--- config.mk ---
export PLATFORM = sky130hd
export DESIGN_NAME = rgbc_ctrl
export DESIGN_NICKNAME = d
export VERILOG_FILES = /design/src/rtl/rgb_convolution_3x3_macros.svh /design/src/rtl/rgbc_pkg.sv /design/src/rtl/rgbc_ctrl.sv
export SDC_FILE = /design/constraint.sdc
export NUM_CORES = 1
export LEC_CHECK = 0
export BUFFER_PORTS_ARGS = -buffer_cell sky130_fd_sc_hd__clkbuf_2
export CORE_MARGIN = 2
export CORE_UTILIZATION = 50
export CTS_CLUSTER_SIZE = 25
export DETAILED_ROUTE_END_ITERATION = 10
export PLACE_DENSITY = 0.83
export SKIP_CTS_REPAIR_TIMING = 1
export SLEW_MARGIN = 10
export SYNTH_ARGS = -nofsm -noshare
export SYNTH_HDL_FRONTEND = slang
export SYNTH_SLANG_ARGS = --single-unit
--- constraint.sdc ---
create_clock -name clock -period 1.7 [get_ports clock]
set_input_delay 0.34 -clock clock [delete_from_list [all_inputs] [get_ports clock]]
set_output_delay 0.34 -clock clock [all_outputs]
set_load 0.005 [all_outputs]
--- src/rtl/rgb_convolution_3x3_macros.svh ---
// ----------------------------------------------------------------------------
// rgb convolution 3x3 assertion macros
// implication checks on one clock with a synchronous reset
// ----------------------------------------------------------------------------
`ifndef RGB_CONVOLUTION_3X3_MACROS_SVH
`define RGB_CONVOLUTION_3X3_MACROS_SVH
`ifndef SYNTHESIS
`define RGBC_ASSERT_IMP(label, clk, rst, pre, post) \
   label: assert property (@(posedge clk) disable iff (rst) (pre) |-> (post)) \
      else $error("rgbc assertion failed");
`define RGBC_ASSERT_NXT(label, clk, rst, pre, post) \
   label: assert property (@(posedge clk) disable iff (rst) (pre) |=> (post)) \
      else $error("rgbc assertion failed");
`else
`define RGBC_ASSERT_IMP(label, clk, rst, pre, post)
`define RGBC_ASSERT_NXT(label, clk, rst, pre, post)
`endif
`endif

--- src/rtl/rgbc_pkg.sv ---
// ----------------------------------------------------------------------------
// rgbc_pkg
// shared types and constants of the 3x3 rgb convolution
// ----------------------------------------------------------------------------
package rgbc_pkg;

   localparam int ROW_W   = 13;
   localparam int MAX_ROWS = 4096;
   localparam int SUM_W   = 21;
   localparam int NUM_W   = 22;
   localparam int DEN_W   = 13;
   localparam int CSR_IDX_W = 3;
   localparam int CSR_DAT_W = 24;
   localparam logic [4:0] DIV_STEPS = 5'd22;

   localparam logic CMD_PIXEL = 1'b0;
   localparam logic CMD_DRAIN = 1'b1;

   localparam logic [CSR_IDX_W-1:0] REG_WIDTH   = 3'd0;
   localparam logic [CSR_IDX_W-1:0] REG_HEIGHT  = 3'd1;
   localparam logic [CSR_IDX_W-1:0] REG_KTOP    = 3'd2;
   localparam logic [CSR_IDX_W-1:0] REG_KMID    = 3'd3;
   localparam logic [CSR_IDX_W-1:0] REG_KBOT    = 3'd4;
   localparam logic [CSR_IDX_W-1:0] REG_DIVISOR = 3'd5;

   typedef struct packed {
      logic       capture;
      logic       adjust;
      logic       shift;
      logic       mac_en;
      logic       mac_clear;
      logic [1:0] tap_row;
      logic [1:0] tap_col;
      logic       div_load;
      logic       div_step;
      logic       load_rsp;
   } cmd_type;

   typedef struct packed {
      logic primed;
      logic rsp_free;
      logic last;
      logic origin;
   } sts_type;

endpackage

--- src/rtl/rgbc_ctrl.sv ---
// ----------------------------------------------------------------------------
// rgbc_ctrl
// sequencer for read, window shift, taps, divide and output
// ----------------------------------------------------------------------------
module rgbc_ctrl
   import rgbc_pkg::*;
(
   input  logic    clock,
   input  logic    reset,
   input  logic    req_valid,
   output logic    req_ready,
   input  sts_type sts,
   output cmd_type cmd
);

   localparam logic [2:0] S_IDLE  = 3'd0;
   localparam logic [2:0] S_READ  = 3'd1;
   localparam logic [2:0] S_SHIFT = 3'd2;
   localparam logic [2:0] S_MAC   = 3'd3;
   localparam logic [2:0] S_DIV   = 3'd4;
   localparam logic [2:0] S_OUT   = 3'd5;

   logic [2:0] state_ff, state_in;
   logic [1:0] row_ff, row_in, col_ff, col_in;
   logic [4:0] step_ff, step_in;

   always_comb begin
      state_in  = state_ff;
      row_in    = row_ff;
      col_in    = col_ff;
      step_in   = step_ff;
      req_ready = 1'b0;
      cmd       = '0;
      cmd.tap_row = row_ff;
      cmd.tap_col = col_ff;
      unique case (state_ff)
         S_IDLE: begin
            req_ready   = 1'b1;
            cmd.capture = req_valid;
            if (req_valid) state_in = S_READ;
         end
         S_READ: begin
            cmd.adjust = 1'b1;
            state_in   = S_SHIFT;
         end
         S_SHIFT: begin
            cmd.shift = 1'b1;
            row_in    = 2'd0;
            col_in    = 2'd0;
            state_in  = sts.primed ? S_MAC : S_IDLE;
         end
         S_MAC: begin
            cmd.mac_en    = 1'b1;
            cmd.mac_clear = (row_ff == 2'd0) && (col_ff == 2'd0);
            if (col_ff == 2'd2) begin
               col_in = 2'd0;
               if (row_ff == 2'd2) begin
                  row_in   = 2'd0;
                  step_in  = 5'd0;
                  state_in = S_DIV;
               end else begin
                  row_in = row_ff + 2'd1;
               end
            end else begin
               col_in = col_ff + 2'd1;
            end
         end
         S_DIV: begin
            cmd.div_load = (step_ff == 5'd0);
            cmd.div_step = (step_ff != 5'd0);
            if (step_ff == DIV_STEPS)
               state_in = S_OUT;
            else
               step_in = step_ff + 5'd1;
         end
         S_OUT: begin
            // hold until the output word is free
            cmd.load_rsp = sts.rsp_free;
            if (sts.rsp_free) state_in = S_IDLE;
         end
         default: state_in = S_IDLE;
      endcase
   end

   always_ff @(posedge clock) begin
      if (reset) begin
         state_ff <= S_IDLE;
         row_ff   <= 2'd0;
         col_ff   <= 2'd0;
         step_ff  <= 5'd0;
      end else begin
         state_ff <= state_in;
         row_ff   <= row_in;
         col_ff   <= col_in;
         step_ff  <= step_in;
      end
   end

endmodule

# --- Word level (Yosys, flattened, before mapping) ---
# Index checks and enable logic that the tools add are counted.
classes:
  reduce_logical: 11
  add_sub_neg: 3
  muxes: 23
  n_eq_ne: 14
ops:
  columns: ["op", "count"]
  rows:
  - ["3-bit one-hot mux with 6 select lines", 1]
  - ["3-bit two-way mux", 5]
  - ["5-bit two-way mux", 3]
  - ["2-bit two-way mux", 6]
  - ["2-bit != test (second input constant)", 6]
  - ["5-bit one-hot mux with 2 select lines", 1]
  - ["2-bit one-hot mux with 2 select lines", 2]
  - ["3-bit by 2-bit == test with 1-bit output (second input constant)", 2]
  - ["3-bit == test (second input constant)", 2]
  - ["5-bit by 1-bit adder with 5-bit output (second input constant)", 1]
  - ["5-bit == test (second input constant)", 1]
  - ["5-bit logical NOT", 1]
  - ["1-bit two-way mux", 5]
  - ["5-bit AND reduction", 1]
  - ["5-bit nonzero test", 1]
  - ["2-bit by 1-bit adder with 2-bit output (second input constant)", 2]
  - ["2-bit == test (second input constant)", 2]
  - ["2-bit logical NOT", 2]
  - ["4-bit AND reduction", 1]
  - ["2-bit nonzero test", 2]
  - ["3-bit by 1-bit == test with 1-bit output (second input constant)", 1]
  - ["3-bit logical NOT", 1]
  - ["2-bit AND reduction", 1]
  - ["1-bit logical AND", 1]
word_totals:
  register_bits: 12

# --- Depth between registers and ports, before layout ---
depth:
  depth_word: 4
  depth_mapped: 6
  ltp_nobuf: 6

# --- Worst setup path after synthesis ---
# No wires, ideal clock.
synth_timing:
  kind: "register to output"
  startpoint: "register state_ff[2]"
  endpoint: "output port cmd[7] in the netlist's numbering"
  path_slack_ns: 0.298
  path_buffers: 1
  required_time_ns: 1.360
  t_arrival_ns: 1.062
  path_stages_with_launch: 5
  path_cell_list: "dfxtp_1 > buf_6 > nand3b_1 > nor2_1 > nor4b_1"
synth_lines:
  columns: ["item", "line_no", "source"]
  rows:
  - ["start: declaration", "rgbc_ctrl.sv:23", "logic [2:0] state_ff, state_in;"]
  - ["start signal: assignment", "rgbc_ctrl.sv:92", "state_ff <= state_in;"]
  - ["end: declaration", "rgbc_ctrl.sv:13", "output cmd_type cmd"]

==> flow_summary_export.csv <==
group,metric,value,unit
floorplan,core_area,0.001350,mm2
routing,dr_total_vias,736,
layout,final_common_cell,"clkbuf_2",
place,place_congestion,0.8295,
clock_network,clk_path_buf_depth,2,
clock_network,clkSlewWorstSetupHoldPaths,0.08,ns
floorplan,die_y,42.78,um
layout,mostFrequentLayoutCells,"clkbuf_2, nor2_1, a21oi_1",
pwr,powerDensity,671.5,mW/mm2
floorplan,io_pins,20,
clock_network,clock_latency,0.27,ns
hold_path,holdPathEnd,"state_ff[0]",
floorplan,row_count,13,
synthesis,ys_ff_latch,12,
timing,skew,0.0002101,ns
pwr,power,0.6167,mW
floorplan,die-area,0.001830,mm2
hold_path,min_path_type,"input port to register",
grt,grt_pass1_wl,2718,um
worst_setup_path,worstReg2RegStart,"step_ff[0]",
worst_setup_path,critPathArrivalTime,1.29,ns
hold_path,worstHoldStart,"req_valid",
worst_setup_path,cp-start-kind,"register",
timing,setup_violations,0,
timing,post-route-period-util,96.13,%
floorplan,initial_core_util,55.70,%
synthesis,yosysUniqueCellTypes,32,
worst_setup_path,r2r_setup_slack,0.32,ns
grt,grt_pass1_vias,648,
grt,grt_max_degree,13,
layout,register_area,245.2,um2
timing,slew_violations,0,
pwr,vdd_drop_max,0.0004868,V
grt,grt-ovfl-total,0,
layout,syn2layout_area_growth,22.13,%
pwr,p_leak,0.4218,nW
routing,totalWireLength,1683,um
place,placedInstanceArea,850.8,um2
clock_network,cts_tree,"built",
layout,n_antenna_cell,0,
layout,design_area,918.4,um2
layout,final_layout_size_suffix_gt1_share,36.61,%
timing,timing.fmax,611.9,MHz
place,port_buffers,17,
synthesis,syn_inst,90,
grt,antenna_found_initial,0,
hold_path,whs_path_depth,3,
synthesis,yosysTopAreaCell,"dfxtp_1",
floorplan,die_w,42.78,um
worst_setup_path,reg2reg_depth,5,
worst_setup_path,critPathMaxFanout,4,
synthesis,avgSynthCellArea,8.355,um2
place,dp_hpwl,1179,um
clock_network,root_buffer,"clkbuf_4",
grt,track_usage,19.44,%
clock_network,htree_levels,1,
timing,min_period,1.634,ns
clock_network,clkSinkCount,12,
routing,via_per_inst,5.795,
worst_setup_path,crit_type,"register to output pin",
worst_setup_path,crit_required,1.36,ns
synthesis,synth_warnings,0,
clock_network,cts_buffers,3,
routing,drt-initial-drc-count,13,
timing,worst_pin_slew,0.3318,ns
routing,drcViolationCount,0,
job,maxCapViolations,0,
synthesis,synth_nets,100,
synthesis,synthTopCellsByArea,"dfxtp_1, a21oi_1, nor2_1, ha_1, buf_6",
synthesis,seq_area_frac_synth,31.95,%
synthesis,netlist_area,752.0,um2
routing,postRouteAntennaNets,0,
layout,multi_input_area,473.0,um2
worst_setup_path,setup.worst_path.end_class,"output pin",
timing,hold_violations,0,
layout,num-nets-final,123,
worst_setup_path,regToRegEndpoint,"state_ff[0]",
routing,wl_per_cell,13.25,um
routing,drt_pass1_iterations,4,
outcome,status,"finished clean",
synthesis,synth_top_area_share,31.95,%
timing,relSlewSlack,77.78,%
layout,num-fill-cells,118,
[where the power goes]
part / switching [mW] / internal (mW) / leakage, nW
logic: 0.0514 / 0.0414 / 0.302
clock network: 0.0952 / 0.130 / 0.0210
registers: 0.0102 / 0.288 / 0.0988
total: 0.157 / 0.460 / 0.422
[stage by stage]
step                TNS (ns)  hold WS [ns]  cells  setup WS (ns)  util [%]
global route        -0.01732        0.3395    127       -0.01732     68.03
floorplan                  0        0.4089     90         0.2977         -
finish                     0        0.3247    127        0.06572     68.03
detailed placement         0        0.5089    123         0.2350     63.02
global placement           0        0.4938    123         0.2611     63.02
CTS                  -0.1101        0.3384    127       -0.06712     65.71
[critical path: stages (launching register included)]
cell and delay, ns:
dfxtp_2 0.35, inv_2 0.06, ha_1 0.15, nor4b_4 0.21, and2_1 0.15, clkbuf_2 0.10
[worst max path at each step]
stage	from	slack, ns	endpoint
global placement	step_ff[0]	0.26	cmd[2]
detailed placement	step_ff[0]	0.24	cmd[2]
floorplan	state_ff[2]	0.30	cmd[7]
CTS	step_ff[0]	-0.07	cmd[2]
finish	step_ff[0]	0.07	cmd[2]
global route	step_ff[0]	-0.02	cmd[2]
[metal layers]
layer	wire length (um)	global-route usage (%)
met3	82	2.553
met2	779	33.03
met5	0	0
met4	44	11.25
met1	776	23.00
[flip-flops by register name, indices dropped and copies added, names as in the netlist]
register  flops
col_ff        2
row_ff        2
state_ff      3
step_ff       5
[cell usage after synthesis (all sizes together)]
master and number:
a21o 1, or3b 1, nor3 7, inv 6, a22oi 2, nor2 12, a21oi 9, nor4b 3
nand3b 2, nand2 5, dlygate4sd1 1, a2111oi 1, a32oi 1, dfxtp 12, and3 1, and4bb 1
mux2i 1, nand2b 3, o21ai 2, buf 3, nand3 2, nor4 1, and2 4, a31oi 2
nor3b 3, ha 3, nand4b 1
[layout make-up]
class | instances | area share (%)
clock buffer | 4 | 3.951
inverter | 6 | 2.452
multi-input combinational | 68 | 51.50
sequential | 12 | 26.70
tap | 15 | 2.044
timing repair buffer | 22 | 13.35
[kinds of logic after synthesis]
family                   after synthesis  share of synthesized area (%)
AND/OR/NAND/NOR                       46                          36.11
AO/OA/AOI/OAI                         18                          16.97
flip-flops                            12                          31.95
buffers and inverters                 10                          8.652
adder cells (fa/ha/maj)                3                          4.992
multiplexers                           1                          1.331
(Power assumes the default switching activity.)
